`src/sv/hybrid_log_approx_multiplier_macros.svh`:
```
// assertion macros for the hybrid log approximate multiplier
// expects clk and rst_n in the scope of every use
`ifndef HYBRID_LOG_APPROX_MULTIPLIER_MACROS_SVH
`define HYBRID_LOG_APPROX_MULTIPLIER_MACROS_SVH

// same-cycle implication, checked out of reset
`define HLAM_ASSERT_IMPLY(lbl, ante, cons, msg) \
  lbl: assert property (@(posedge clk) disable iff (!rst_n) (ante) |-> (cons)) else $error(msg);

// next-cycle implication, checked out of reset
`define HLAM_ASSERT_NEXT(lbl, ante, cons, msg) \
  lbl: assert property (@(posedge clk) disable iff (!rst_n) (ante) |=> (cons)) else $error(msg);

`endif

```
`src/sv/hlam_pkg.sv`:
```
// shared types, constants and helper functions for the hybrid log multiplier
// no dependencies; every module and interface file imports this package
package hlam_pkg;

  localparam int OPW       = 16;                // operand width
  localparam int TOP       = OPW - 1;           // position of the normalised leading one
  localparam int PW        = 2 * OPW;           // product width
  localparam int LOW_W     = OPW - 2;           // bits of the low part of operand a
  localparam int HALF_SPAN = 1 << (LOW_W - 1);  // largest low part magnitude
  localparam int K_W       = $clog2(OPW);       // leading-one position width
  localparam int KL_W      = K_W + 1;           // summed exponent width
  localparam int KL_MAX    = 2 * TOP - 2;       // largest summed exponent
  localparam int PP_W      = OPW + 2;           // high digit partial product width
  localparam int MAG_W     = 2 * OPW - 2;       // antilog magnitude width
  localparam int CFG_W     = 4;

  typedef logic signed [OPW-1:0] operand_t;
  typedef logic signed [PW-1:0]  product_t;
  typedef logic [CFG_W-1:0]      trunc_t;
  typedef logic [TOP-1:0]        frac_t;
  typedef logic [K_W-1:0]        lpos_t;
  typedef logic [KL_W-1:0]       kl_t;
  typedef logic [PP_W-1:0]       pp_t;

  localparam trunc_t TRUNC_RESET = trunc_t'(4);

  // after the operand split
  typedef struct packed {
    logic  neg;
    logic  zero;
    frac_t ma;
    frac_t mb;
    pp_t   pp;
  } split_t;

  // after leading-one detection and normalisation
  typedef struct packed {
    logic  neg;
    logic  zero;
    frac_t xa;
    frac_t xb;
    lpos_t ka;
    lpos_t kb;
    pp_t   pp;
  } lod_t;

  // after the mantissa add
  typedef struct packed {
    logic  neg;
    logic  zero;
    frac_t yl;
    kl_t   kl;
    pp_t   pp;
  } mant_t;

  // highest set bit, zero gives position 0
  function automatic lpos_t lead_one(frac_t v);
    lpos_t pos;
    pos = '0;
    for (int i = 0; i < TOP; i++) begin
      if (v[i]) pos = lpos_t'(i);
    end
    return pos;
  endfunction

  // fraction bits kept for a truncation setting
  function automatic frac_t mant_keep(trunc_t w);
    frac_t keep;
    for (int i = 0; i < TOP; i++) begin
      keep[i] = (i >= OPW - int'(w));
    end
    return keep;
  endfunction

  // half-lsb compensation bit
  function automatic frac_t mant_half(trunc_t w);
    frac_t h;
    for (int i = 0; i < TOP; i++) begin
      h[i] = (i == TOP - int'(w));
    end
    return h;
  endfunction

endpackage

```
`src/sv/hlam_if.sv`:
```
// channel interfaces: operand input, product output and configuration write
// depends on hlam_pkg for payload types
interface hlam_in_if import hlam_pkg::*; ();
  logic     valid;
  logic     ready;
  operand_t operand_a;
  operand_t operand_b;

  modport source (output valid, output operand_a, output operand_b, input ready);
  modport sink   (input valid, input operand_a, input operand_b, output ready);
endinterface

interface hlam_out_if import hlam_pkg::*; ();
  logic     valid;
  logic     ready;
  product_t approx_product;

  modport source (output valid, output approx_product, input ready);
  modport sink   (input valid, input approx_product, output ready);
endinterface

interface hlam_cfg_if import hlam_pkg::*; ();
  logic   valid;
  logic   ready;
  trunc_t trunc_width;

  modport source (output valid, output trunc_width, input ready);
  modport sink   (input valid, input trunc_width, output ready);
endinterface

```
`src/sv/hlam_split.sv`:
```
// stage 1: splits operand a into high digit and low part, forms the exact
// high partial product and one's-complement magnitudes; uses hlam_pkg
`include "hybrid_log_approx_multiplier_macros.svh"

module hlam_split import hlam_pkg::*; (
  input  logic     clk,
  input  logic     rst_n,
  input  logic     in_valid,
  output logic     in_ready,
  input  operand_t operand_a,
  input  operand_t operand_b,
  output logic     out_valid,
  input  logic     out_ready,
  output split_t   out_data
);

  logic                    vld_r;
  split_t                  data_r;
  split_t                  data_nxt;
  logic [LOW_W-1:0]        low;
  logic                    wrap;
  logic signed [LOW_W:0]   lo;
  logic signed [OPW:0]     diff;
  logic signed [2:0]       hi;
  logic signed [OPW+2:0]   prod;
  pp_t                     pp;
  logic                    sa;
  logic                    sb;

  always_comb begin
    low  = operand_a[LOW_W-1:0];
    // fold the remainder into -8192..8192, the tie keeps the sign of operand a
    wrap = (low > LOW_W'(HALF_SPAN)) ||
           ((low == LOW_W'(HALF_SPAN)) && operand_a[OPW-1]);
    lo   = {wrap, low};
    diff = {operand_a[OPW-1], operand_a} - {{(OPW-LOW_W){lo[LOW_W]}}, lo};
    hi   = diff[OPW:LOW_W];
    prod = hi * operand_b;
    pp   = prod[PP_W-1:0];
    // negative partial product forced odd
    if (pp[PP_W-1]) pp = (pp - pp_t'(1)) | pp_t'(1);

    sa = lo[LOW_W];
    sb = operand_b[OPW-1];
    data_nxt.neg  = sa ^ sb;
    data_nxt.zero = (lo == '0) || (operand_b == '0);
    data_nxt.ma   = sa ? frac_t'(~lo) : frac_t'(lo);
    data_nxt.mb   = sb ? ~operand_b[TOP-1:0] : operand_b[TOP-1:0];
    data_nxt.pp   = pp;
  end

  assign in_ready  = !vld_r || out_ready;
  assign out_valid = vld_r;
  assign out_data  = data_r;

  always_ff @(posedge clk) begin
    if (!rst_n) begin
      vld_r <= 1'b0;
    end else if (in_ready) begin
      vld_r <= in_valid;
    end
  end

  always_ff @(posedge clk) begin
    if (in_valid && in_ready) begin
      data_r <= data_nxt;
    end
  end

  `HLAM_ASSERT_IMPLY(a_split_low_range, vld_r, data_r.ma <= frac_t'(HALF_SPAN), "low part magnitude out of range")
  `HLAM_ASSERT_IMPLY(a_split_pp_odd, vld_r && data_r.pp[PP_W-1], data_r.pp[0], "negative high product not odd")

endmodule

```
`src/sv/hlam_lod.sv`:
```
// stage 2: leading-one detection and normalisation of both magnitudes
// uses hlam_pkg
`include "hybrid_log_approx_multiplier_macros.svh"

module hlam_lod import hlam_pkg::*; (
  input  logic   clk,
  input  logic   rst_n,
  input  logic   in_valid,
  output logic   in_ready,
  input  split_t in_data,
  output logic   out_valid,
  input  logic   out_ready,
  output lod_t   out_data
);

  logic  vld_r;
  lod_t  data_r;
  lod_t  data_nxt;
  lpos_t ka;
  lpos_t kb;

  always_comb begin
    ka = lead_one(in_data.ma);
    kb = lead_one(in_data.mb);
    data_nxt.neg  = in_data.neg;
    data_nxt.zero = in_data.zero;
    // the leading one drops off the top, leaving the fraction
    data_nxt.xa   = in_data.ma << (lpos_t'(TOP) - ka);
    data_nxt.xb   = in_data.mb << (lpos_t'(TOP) - kb);
    data_nxt.ka   = ka;
    data_nxt.kb   = kb;
    data_nxt.pp   = in_data.pp;
  end

  assign in_ready  = !vld_r || out_ready;
  assign out_valid = vld_r;
  assign out_data  = data_r;

  always_ff @(posedge clk) begin
    if (!rst_n) begin
      vld_r <= 1'b0;
    end else if (in_ready) begin
      vld_r <= in_valid;
    end
  end

  always_ff @(posedge clk) begin
    if (in_valid && in_ready) begin
      data_r <= data_nxt;
    end
  end

  `HLAM_ASSERT_IMPLY(a_lod_ka_range, vld_r, data_r.ka <= lpos_t'(LOW_W - 1), "low part exponent too large")
  `HLAM_ASSERT_NEXT(a_lod_hold, vld_r && !out_ready, vld_r && $stable(data_r), "stalled stage lost its data")

endmodule

```
`src/sv/hlam_mant.sv`:
```
// stage 3: mantissa truncation with half-lsb compensation, add and exponent sum
// uses hlam_pkg; takes the live truncation setting
`include "hybrid_log_approx_multiplier_macros.svh"

module hlam_mant import hlam_pkg::*; (
  input  logic   clk,
  input  logic   rst_n,
  input  trunc_t trunc_width,
  input  logic   in_valid,
  output logic   in_ready,
  input  lod_t   in_data,
  output logic   out_valid,
  input  logic   out_ready,
  output mant_t  out_data
);

  logic        vld_r;
  mant_t       data_r;
  mant_t       data_nxt;
  trunc_t      w;
  frac_t       keep;
  frac_t       half;
  logic [TOP:0] sum;

  always_comb begin
    // a setting of zero behaves as one
    w    = (trunc_width == '0) ? trunc_t'(1) : trunc_width;
    keep = mant_keep(w);
    half = mant_half(w);
    sum  = {1'b0, (in_data.xa & keep) | half} + {1'b0, (in_data.xb & keep) | half};
    data_nxt.neg  = in_data.neg;
    data_nxt.zero = in_data.zero;
    data_nxt.yl   = sum[TOP-1:0];
    data_nxt.kl   = kl_t'(in_data.ka) + kl_t'(in_data.kb) + kl_t'(sum[TOP]);
    data_nxt.pp   = in_data.pp;
  end

  assign in_ready  = !vld_r || out_ready;
  assign out_valid = vld_r;
  assign out_data  = data_r;

  always_ff @(posedge clk) begin
    if (!rst_n) begin
      vld_r <= 1'b0;
    end else if (in_ready) begin
      vld_r <= in_valid;
    end
  end

  always_ff @(posedge clk) begin
    if (in_valid && in_ready) begin
      data_r <= data_nxt;
    end
  end

  `HLAM_ASSERT_IMPLY(a_mant_kl_range, vld_r, data_r.kl <= kl_t'(KL_MAX), "summed exponent out of range")

endmodule

```
`src/sv/hlam_antilog.sv`:
```
// stage 4: antilog shift, one's-complement sign and final sum into the
// output register; uses hlam_pkg
module hlam_antilog import hlam_pkg::*; (
  input  logic     clk,
  input  logic     rst_n,
  input  logic     in_valid,
  output logic     in_ready,
  input  mant_t    in_data,
  output logic     out_valid,
  input  logic     out_ready,
  output product_t out_data
);

  logic                 vld_r;
  product_t             data_r;
  product_t             data_nxt;
  logic [TOP+MAG_W-1:0] sh;
  logic [MAG_W-1:0]     mag;
  logic [PW-1:0]        ext;
  logic [PW-1:0]        mit;

  always_comb begin
    sh  = (TOP + MAG_W)'({1'b1, in_data.yl}) << in_data.kl;
    mag = sh[TOP +: MAG_W];
    ext = PW'(mag);
    if (in_data.zero) begin
      mit = '0;
    end else begin
      mit = in_data.neg ? ~ext : ext;
    end
    data_nxt = product_t'({in_data.pp, LOW_W'(0)} + mit);
  end

  assign in_ready  = !vld_r || out_ready;
  assign out_valid = vld_r;
  assign out_data  = data_r;

  always_ff @(posedge clk) begin
    if (!rst_n) begin
      vld_r <= 1'b0;
    end else if (in_ready) begin
      vld_r <= in_valid;
    end
  end

  always_ff @(posedge clk) begin
    if (in_valid && in_ready) begin
      data_r <= data_nxt;
    end
  end

endmodule

```
`src/sv/hybrid_log_approx_multiplier.sv`:
```
// top level of the hybrid log approximate multiplier
// uses hlam_pkg, the channel interfaces and the four stage modules
//
// Signed 16x16 approximate multiplier: operand a is split into a high digit
// (-2..2) whose product with b is exact, and a low part whose product with b
// comes from a Mitchell logarithmic multiplier with a truncated mantissa.
// Four register stages (split, leading-one detect, mantissa add, antilog and
// sum) hold an accepted transaction in turn on its way to a valid
// result; one transaction is accepted every cycle while the result side keeps
// up, and each stage holds its data under back-pressure. trunc_width sets the
// kept mantissa bits (0 acts as 1, reset 4); the configuration port is always
// ready and a write applies to transactions that reach the mantissa stage
// afterwards, so write it only with the pipeline empty.
module hybrid_log_approx_multiplier import hlam_pkg::*; (
  input  logic        clk,
  input  logic        rst_n,
  hlam_in_if.sink     in_port,
  hlam_out_if.source  out_port,
  hlam_cfg_if.sink    cfg_port
);

  trunc_t trunc_r;
  logic   s1_valid;
  logic   s1_ready;
  split_t s1_data;
  logic   s2_valid;
  logic   s2_ready;
  lod_t   s2_data;
  logic   s3_valid;
  logic   s3_ready;
  mant_t  s3_data;

  assign cfg_port.ready = 1'b1;

  always_ff @(posedge clk) begin
    if (!rst_n) begin
      trunc_r <= TRUNC_RESET;
    end else if (cfg_port.valid) begin
      trunc_r <= cfg_port.trunc_width;
    end
  end

  hlam_split u_split (
    .clk       (clk),
    .rst_n     (rst_n),
    .in_valid  (in_port.valid),
    .in_ready  (in_port.ready),
    .operand_a (in_port.operand_a),
    .operand_b (in_port.operand_b),
    .out_valid (s1_valid),
    .out_ready (s1_ready),
    .out_data  (s1_data)
  );

  hlam_lod u_lod (
    .clk       (clk),
    .rst_n     (rst_n),
    .in_valid  (s1_valid),
    .in_ready  (s1_ready),
    .in_data   (s1_data),
    .out_valid (s2_valid),
    .out_ready (s2_ready),
    .out_data  (s2_data)
  );

  hlam_mant u_mant (
    .clk         (clk),
    .rst_n       (rst_n),
    .trunc_width (trunc_r),
    .in_valid    (s2_valid),
    .in_ready    (s2_ready),
    .in_data     (s2_data),
    .out_valid   (s3_valid),
    .out_ready   (s3_ready),
    .out_data    (s3_data)
  );

  hlam_antilog u_antilog (
    .clk       (clk),
    .rst_n     (rst_n),
    .in_valid  (s3_valid),
    .in_ready  (s3_ready),
    .in_data   (s3_data),
    .out_valid (out_port.valid),
    .out_ready (out_port.ready),
    .out_data  (out_port.approx_product)
  );

endmodule
```
`src/flat_wrapper.sv`:
```
// flat-port wrapper written by rule: the top's interface ports become plain ports
module hybrid_log_approx_multiplier_flat import hlam_pkg::*;
  (clk, rst_n, in_port_valid, in_port_operand_a, in_port_operand_b, in_port_ready, out_port_valid, out_port_approx_product, out_port_ready, cfg_port_valid, cfg_port_trunc_width, cfg_port_ready);
  hlam_in_if in_port_i ();
  hlam_out_if out_port_i ();
  hlam_cfg_if cfg_port_i ();
  input  logic clk;
  input  logic rst_n;
  input wire logic [$bits(in_port_i.valid)-1:0] in_port_valid;
  input wire logic [$bits(in_port_i.operand_a)-1:0] in_port_operand_a;
  input wire logic [$bits(in_port_i.operand_b)-1:0] in_port_operand_b;
  output wire logic [$bits(in_port_i.ready)-1:0] in_port_ready;
  output wire logic [$bits(out_port_i.valid)-1:0] out_port_valid;
  output wire logic [$bits(out_port_i.approx_product)-1:0] out_port_approx_product;
  input wire logic [$bits(out_port_i.ready)-1:0] out_port_ready;
  input wire logic [$bits(cfg_port_i.valid)-1:0] cfg_port_valid;
  input wire logic [$bits(cfg_port_i.trunc_width)-1:0] cfg_port_trunc_width;
  output wire logic [$bits(cfg_port_i.ready)-1:0] cfg_port_ready;
  assign in_port_i.valid = in_port_valid;
  assign in_port_i.operand_a = in_port_operand_a;
  assign in_port_i.operand_b = in_port_operand_b;
  assign in_port_ready = in_port_i.ready;
  assign out_port_valid = out_port_i.valid;
  assign out_port_approx_product = out_port_i.approx_product;
  assign out_port_i.ready = out_port_ready;
  assign cfg_port_i.valid = cfg_port_valid;
  assign cfg_port_i.trunc_width = cfg_port_trunc_width;
  assign cfg_port_ready = cfg_port_i.ready;
  hybrid_log_approx_multiplier u_core (.clk(clk), .rst_n(rst_n), .in_port(in_port_i), .out_port(out_port_i), .cfg_port(cfg_port_i));
endmodule
```
`config.mk`:
```
export PLATFORM = sky130hd
export DESIGN_NAME = hybrid_log_approx_multiplier_flat
export DESIGN_NICKNAME = d
export VERILOG_FILES = /design/src/sv/hlam_pkg.sv /design/src/sv/hlam_if.sv /design/src/sv/hlam_split.sv /design/src/sv/hlam_lod.sv /design/src/sv/hlam_mant.sv /design/src/sv/hlam_antilog.sv /design/src/sv/hybrid_log_approx_multiplier.sv /design/src/flat_wrapper.sv
export VERILOG_INCLUDE_DIRS = /design/src /design/src/sv
export SDC_FILE = /design/constraint.sdc
export NUM_CORES = 1
export LEC_CHECK = 0
export ABC_AREA = 1
export CAP_MARGIN = 20
export CELL_PAD_IN_SITES_DETAIL_PLACEMENT = 1
export CELL_PAD_IN_SITES_GLOBAL_PLACEMENT = 1
export CORE_AREA = 2 2 184 150
export CTS_BUF_LIST = sky130_fd_sc_hd__clkbuf_8
export DETAILED_ROUTE_END_ITERATION = 12
export DIE_AREA = 0 0 186 152
export DONT_BUFFER_PORTS = 1
export PLACE_DENSITY_LB_ADDON = 0.2
export SLEW_MARGIN = 10
export SYNTH_ARGS = -nofsm -noshare
export SYNTH_HDL_FRONTEND = slang
export SYNTH_SLANG_ARGS = --single-unit
```
`constraint.sdc`:
```
create_clock -name clk -period 7.1 [get_ports clk]
set_input_delay 0.355 -clock clk [delete_from_list [all_inputs] [get_ports clk]]
set_output_delay 0.355 -clock clk [all_outputs]
set_load 0.01 [all_outputs]
```
* Yosys cells after proc, flatten, opt, wreduce, memory -nomap -nowiden *
Index checks and enable logic that the tools add are counted.

operators by class
  eq/ne operators = 15
  divide/modulo/power cells = 0
  bitwise operators = 8
  add/sub/neg operators = 10
  mux-type cells = 34
  reductions and logical operators = 19
  $lt $le $gt $ge = 16
  shifts and indexed selects = 3
  $mul = 1

operators by type and width
  kind                                                                  count
  4-bit two-way mux                                                     27
  32-bit two-way mux                                                    2
  16-bit by 5-bit << shifter with 45-bit output                         1
  5-bit by 6-bit >= comparator with 1-bit output, first input constant  7
  5-bit == test, first input constant                                   7
  32-bit adder                                                          1
  32-bit zero test                                                      1
  30-bit NOT with 32-bit output                                         1
  15-bit AND                                                            2
  15-bit NOT                                                            2
  15-bit bitwise OR                                                     2
  15-bit by 4-bit << shifter with 15-bit output                         2
  4-bit by 6-bit >= comparator with 1-bit output, first input constant  4
  4-bit by 5-bit == test with 1-bit output, first input constant        4
  3-bit by 16-bit multiplier with 18-bit output                         1
  18-bit by 1-bit subtractor with 18-bit output, second input constant  1
  17-bit two-way mux                                                    1
  16-bit by 15-bit subtractor with 17-bit output                        1
  15-bit by 15-bit adder with 16-bit output                             1
  16-bit zero test                                                      1
  15-bit zero test                                                      1
  15-bit two-way mux                                                    1
  14-bit == test, second input constant                                 1
  14-bit > comparator, second input constant                            1
  17 further kinds                                                      33

word-level totals
  memories kept = 0
  output and inout bits = 35
  word-level logic and storage cells = 132
  ROM bits = 0
  input bits = 41
  memory bits (writable) = 0
  bits in latches = 0
  register bits after elaboration = 188

* Depth between registers and ports, before layout *
  depth after elaboration = 16
  gate-level depth with buffers = 32

* Hierarchy *
A second synthesis with hierarchy kept.

second synthesis, totals
  cell total of the unflattened synthesis = 1855
  area total of the unflattened synthesis = 14238.7 um^2

modules (own cells, without submodules)
  module                        cells an instance  sequential area each (um^2)  instances  area an instance (um^2)
  hlam_split                    543                1521.5                       1          4379.2
  hlam_antilog                  547                980.9                        1          3588.4
  hlam_lod                      413                1761.7                       1          3420.8
  hlam_mant                     326                1221.2                       1          2667.6
  hybrid_log_approx_multiplier  26                 80.1                         1          182.7

* Least setup slack after synthesis *
OpenSTA, ideal clock, no wires.

  kind = input to register
  start point = input in_port_operand_a[7]
  end point = register u_core.u_split.data_r, in the netlist u_core.u_split.out_data[12], data pin
  slack = 1.888 ns
  arrival = 4.960 ns
  stages = 29
  buffers on the path = 3
  cells stage by stage = inv_1 -> nand4_1 -> nor2_1 -> nand2_1 -> nand2_2 -> buf_2 -> inv_1 -> ha_1 -> clkbuf_1 -> inv_1 -> nand3_1 -> nand2_2 -> inv_1 -> buf_1 -> nor2_1 -> fa_1 -> ha_1 -> fa_1 -> a21oi_1 -> o21ai_1 -> nand2_1 -> nand2_1 -> xor2_1 -> nand2_1 -> nor2_1 -> nand3b_1 -> xor2_1 -> nand3_1 -> nand2_1

RTL lines
  element                 line                source
  start: declaration      flat_wrapper.sv:10  input wire logic [$bits(in_port_i.operand_a)-1:0] in_port_operand_a;
  end signal: assignment  hlam_split.sv:66    data_r <= data_nxt;
  end: declaration        hlam_split.sv:18    split_t data_r;

==> results.cfg <==
[synth]
yosysMostFrequentCell = nand2_1
synth_cell_types = 46
synth-simple-area-share_pct = 24.80
ys_async_sr_fraction_pct = 0
synth_edf_count = 178
yosys-top-cells-area = edfxtp_1, nand2_1, nand3_1
synth_nets = 1752
syn_area_per_cell_um2 = 8.054
seq_area_frac_synth_pct = 42.12
synth_flop_cell = edfxtp_1
synthCells = 1623
synth.area.mux_share_pct = 0.3063
synth_common_cells = nand2_1, inv_1, edfxtp_1
ys_ff_latch = 186
synth_fa_ha_area_share_pct = 9.630
synth_top_family_by_area = simple AND/OR/NAND/NOR gates
synth_top_area_cell = edfxtp_1
yosysWarningCount = 0
synth-xor-area-share_pct = 5.552
synth_area_um2 = 13070
synth_top_area_share_pct = 40.89
synth_compound_area_share_pct = 9.783

[finish]
fin_cells = 1975
drive_above_1_share_pct = 3.911
nets = 1727
regArea_um2 = 5505
multiInputGateArea_um2 = 6563
areaGrowthSynthToFinish_pct = 5.619
nFillCells = 3275
diodes = 0

[power_and_ir_drop]
peakVddDrop_v = 0.0001278
power_density_nw_per_um2 = 220.6
p_leak_uw = 0.006318

[timing]
tns_ps = 0
fin_crit_sh_pct = 78.65
final_hold_viol_count = 0
skew_ps = 19.73
worst_slew_pin_slew_ps = 961.9
finalMaxSlewViolations = 0
setup_viol = 0
fmax_mhz = 179.1
layout_min_cycle_time_ps = 5584
slew_headroom_pct = 35.87
rsz0062_at_grt = no

[global_route]
grt_max_degree = 57
grt_pass1_wl_um = 55240
grt_overflow = 0
antenna_found_initial = 0
grtUsageTotal_pct = 24.42
grt_pass1_vias = 11000

[detailed_routing]
post_drt_wl_per_cell_um = 16.91
drc_errors = 0
drt_wl_total_um = 33410
ant_nets = 0
routed_via_density = 5.446
vias = 10760
firstDrtPassIters = 5
drt-initial-drc-count = 651

[clocking]
postCtsSetupRepairBufs = 0
cts_max_level = 4
cts.path.max_buffers = 2
cts_tree = done
clock_sinks = 186
numCtsBuffers = 17
cts.clk_slew.worst_paths_ps = 120
clock_latency_ps = 490
root_buffer = clkbuf_8

[critical_path]
path_class = input port to flop
crit_fanout = 17
cp-start-kind = input port
arrival_ps = 5840
required_ps = 7360
crit_path_end_kind = flop

[floorplanning]
die_y_um = 152
rows = 54
die_w_um = 186
io_pins = 76
core-area_um2 = 26690
die-area_um2 = 28270
initial_core_util_pct = 48.98

[placed_design]
hpwl_um = 25980
placedCellCount = 1940
portBuffers = 0
globalplace.congestion = 0.8589

[hold_path]
hold_class = input port to flop

[run]
drv_cap = 0

[outcome]
outcome = finished, final reports clean
-- state kept, by name, indices dropped and copies added (netlist names) --
register and cells:
u_core.u_split.out_data 50, u_core.trunc_r 4, u_core.u_lod.out_data 56, u_core.u_split.out_valid 1
u_core.u_antilog.out_data 32, u_core.u_lod.out_valid 1, u_core.u_mant.out_data 40, u_core.u_antilog.out_valid 1
u_core.u_mant.out_valid 1
-- metal layers --
layer / global-route usage [%] / vias to the layer above / wire [um]
li1: - / 5344 / -
met1: 33.27 / 5183 / 15860
met2: 40.13 / 193 / 15800
met3: 4.243 / 36 / 1164
met4: 6.562 / 0 / 576
met5: 0 / - / 0
-- stage by stage --
step | worst slack (ps) | hold WS, ps | utilization (%) | total power (uW) | cell area (um2)
2_1_floorplan | 1888 | 400.3 | - | 2061 | 13070
3_3_place_gp | 1229 | 403.7 | 50.00 | 2245 | 13350
3_5_place_dp | 957.2 | 406.3 | 50.00 | 2291 | 13350
4_1_cts | 1474 | 14.09 | 51.73 | 3064 | 13810
5_1_grt | 893.5 | 17.79 | 51.73 | 3235 | 13810
6_report | 1516 | 53.79 | 51.73 | 3045 | 13810
-- power by group --
part | switching [uW] | internal [uW] | total, uW | leakage [uW]
clock network | 466 | 306 | 772 | 0.000216
logic | 601 | 286 | 887 | 0.00436
registers | 46.3 | 1340 | 1390 | 0.00174
-- worst max-delay path, cell delays in order --
cell and delay (ps):
inv_1 70, nand4_1 160, nor2_1 120, nand2_1 100, nand2_2 350, inv_1 90, ha_1 660, inv_1 160
nand3_1 140, nand2_2 90, inv_1 370, nor2_1 120, fa_1 490, ha_1 310, ha_1 280, fa_1 470
a21oi_1 160, o21ai_1 120, xor2_1 270, nand3_1 140, nor2_1 300, nand3_1 150, xor2_1 180, nand3_1 100
nand2_1 70
-- placed cells by master (no fill, tap or decap), types with 21 or more instances in the layout --
| master | count |
|---|---|
| fa_1 | 21 |
| inv_1 | 207 |
| nand2_1 | 390 |
| o21ai_0 | 101 |
| xor2_1 | 69 |
| nor2_1 | 142 |
| edfxtp_1 | 178 |
| ha_1 | 67 |
| nand3_1 | 173 |
| a21oi_1 | 93 |
-- path summary, 6_finish.rpt --
kind	slack, ps	startpoint	to	cells after the start
min reg2reg	430	u_core.u_lod.out_data[16]$_DFFE_PP_	u_core.u_mant.out_data[16]$_DFFE_PP_	0
max	1520	in_port_operand_a[11]	u_core.u_split.out_data[10]$_DFFE_PP_	25
max reg2reg	2200	u_core.u_mant.out_data[18]$_DFFE_PP_	u_core.u_antilog.out_data[28]$_DFFE_PP_	20
min	50	out_port_ready	u_core.u_antilog.out_valid$_SDFFE_PN0P_	3
-- cell type report --
type                            count  share of cell area [%]
Multi-Input combinational cell   1175                   47.54
Sequential cell                   186                   39.88
Inverter                          211                   5.737
Tap cell                          364                   3.299
Clock buffer                       17                   1.695
Clock inverter                     15                   1.423
Timing Repair Buffer                7                  0.4350
-- what timing repair did --
action / 4_1_cts / 5_1_grt
hold buffers: 3 / 0
resized for setup: 0 / 0
endpoints found under the hold margin: 4 / 0
endpoints found under the setup margin: 0 / 0
-- cells by family (layout without fill, tap and decap cells) --
kind of cell / count (synthesis) / count (layout)
muxes: 4 / 4
xor gates and xnor gates: 82 / 82
other: 2 / 2
buffers and inverters: 262 / 250
AOI/OAI and AO/OA: 235 / 235
DFF: 186 / 186
and+or+nand+nor: 764 / 764
adders and majority gates: 88 / 88
Note: power is estimated with default switching activity, not from simulation.
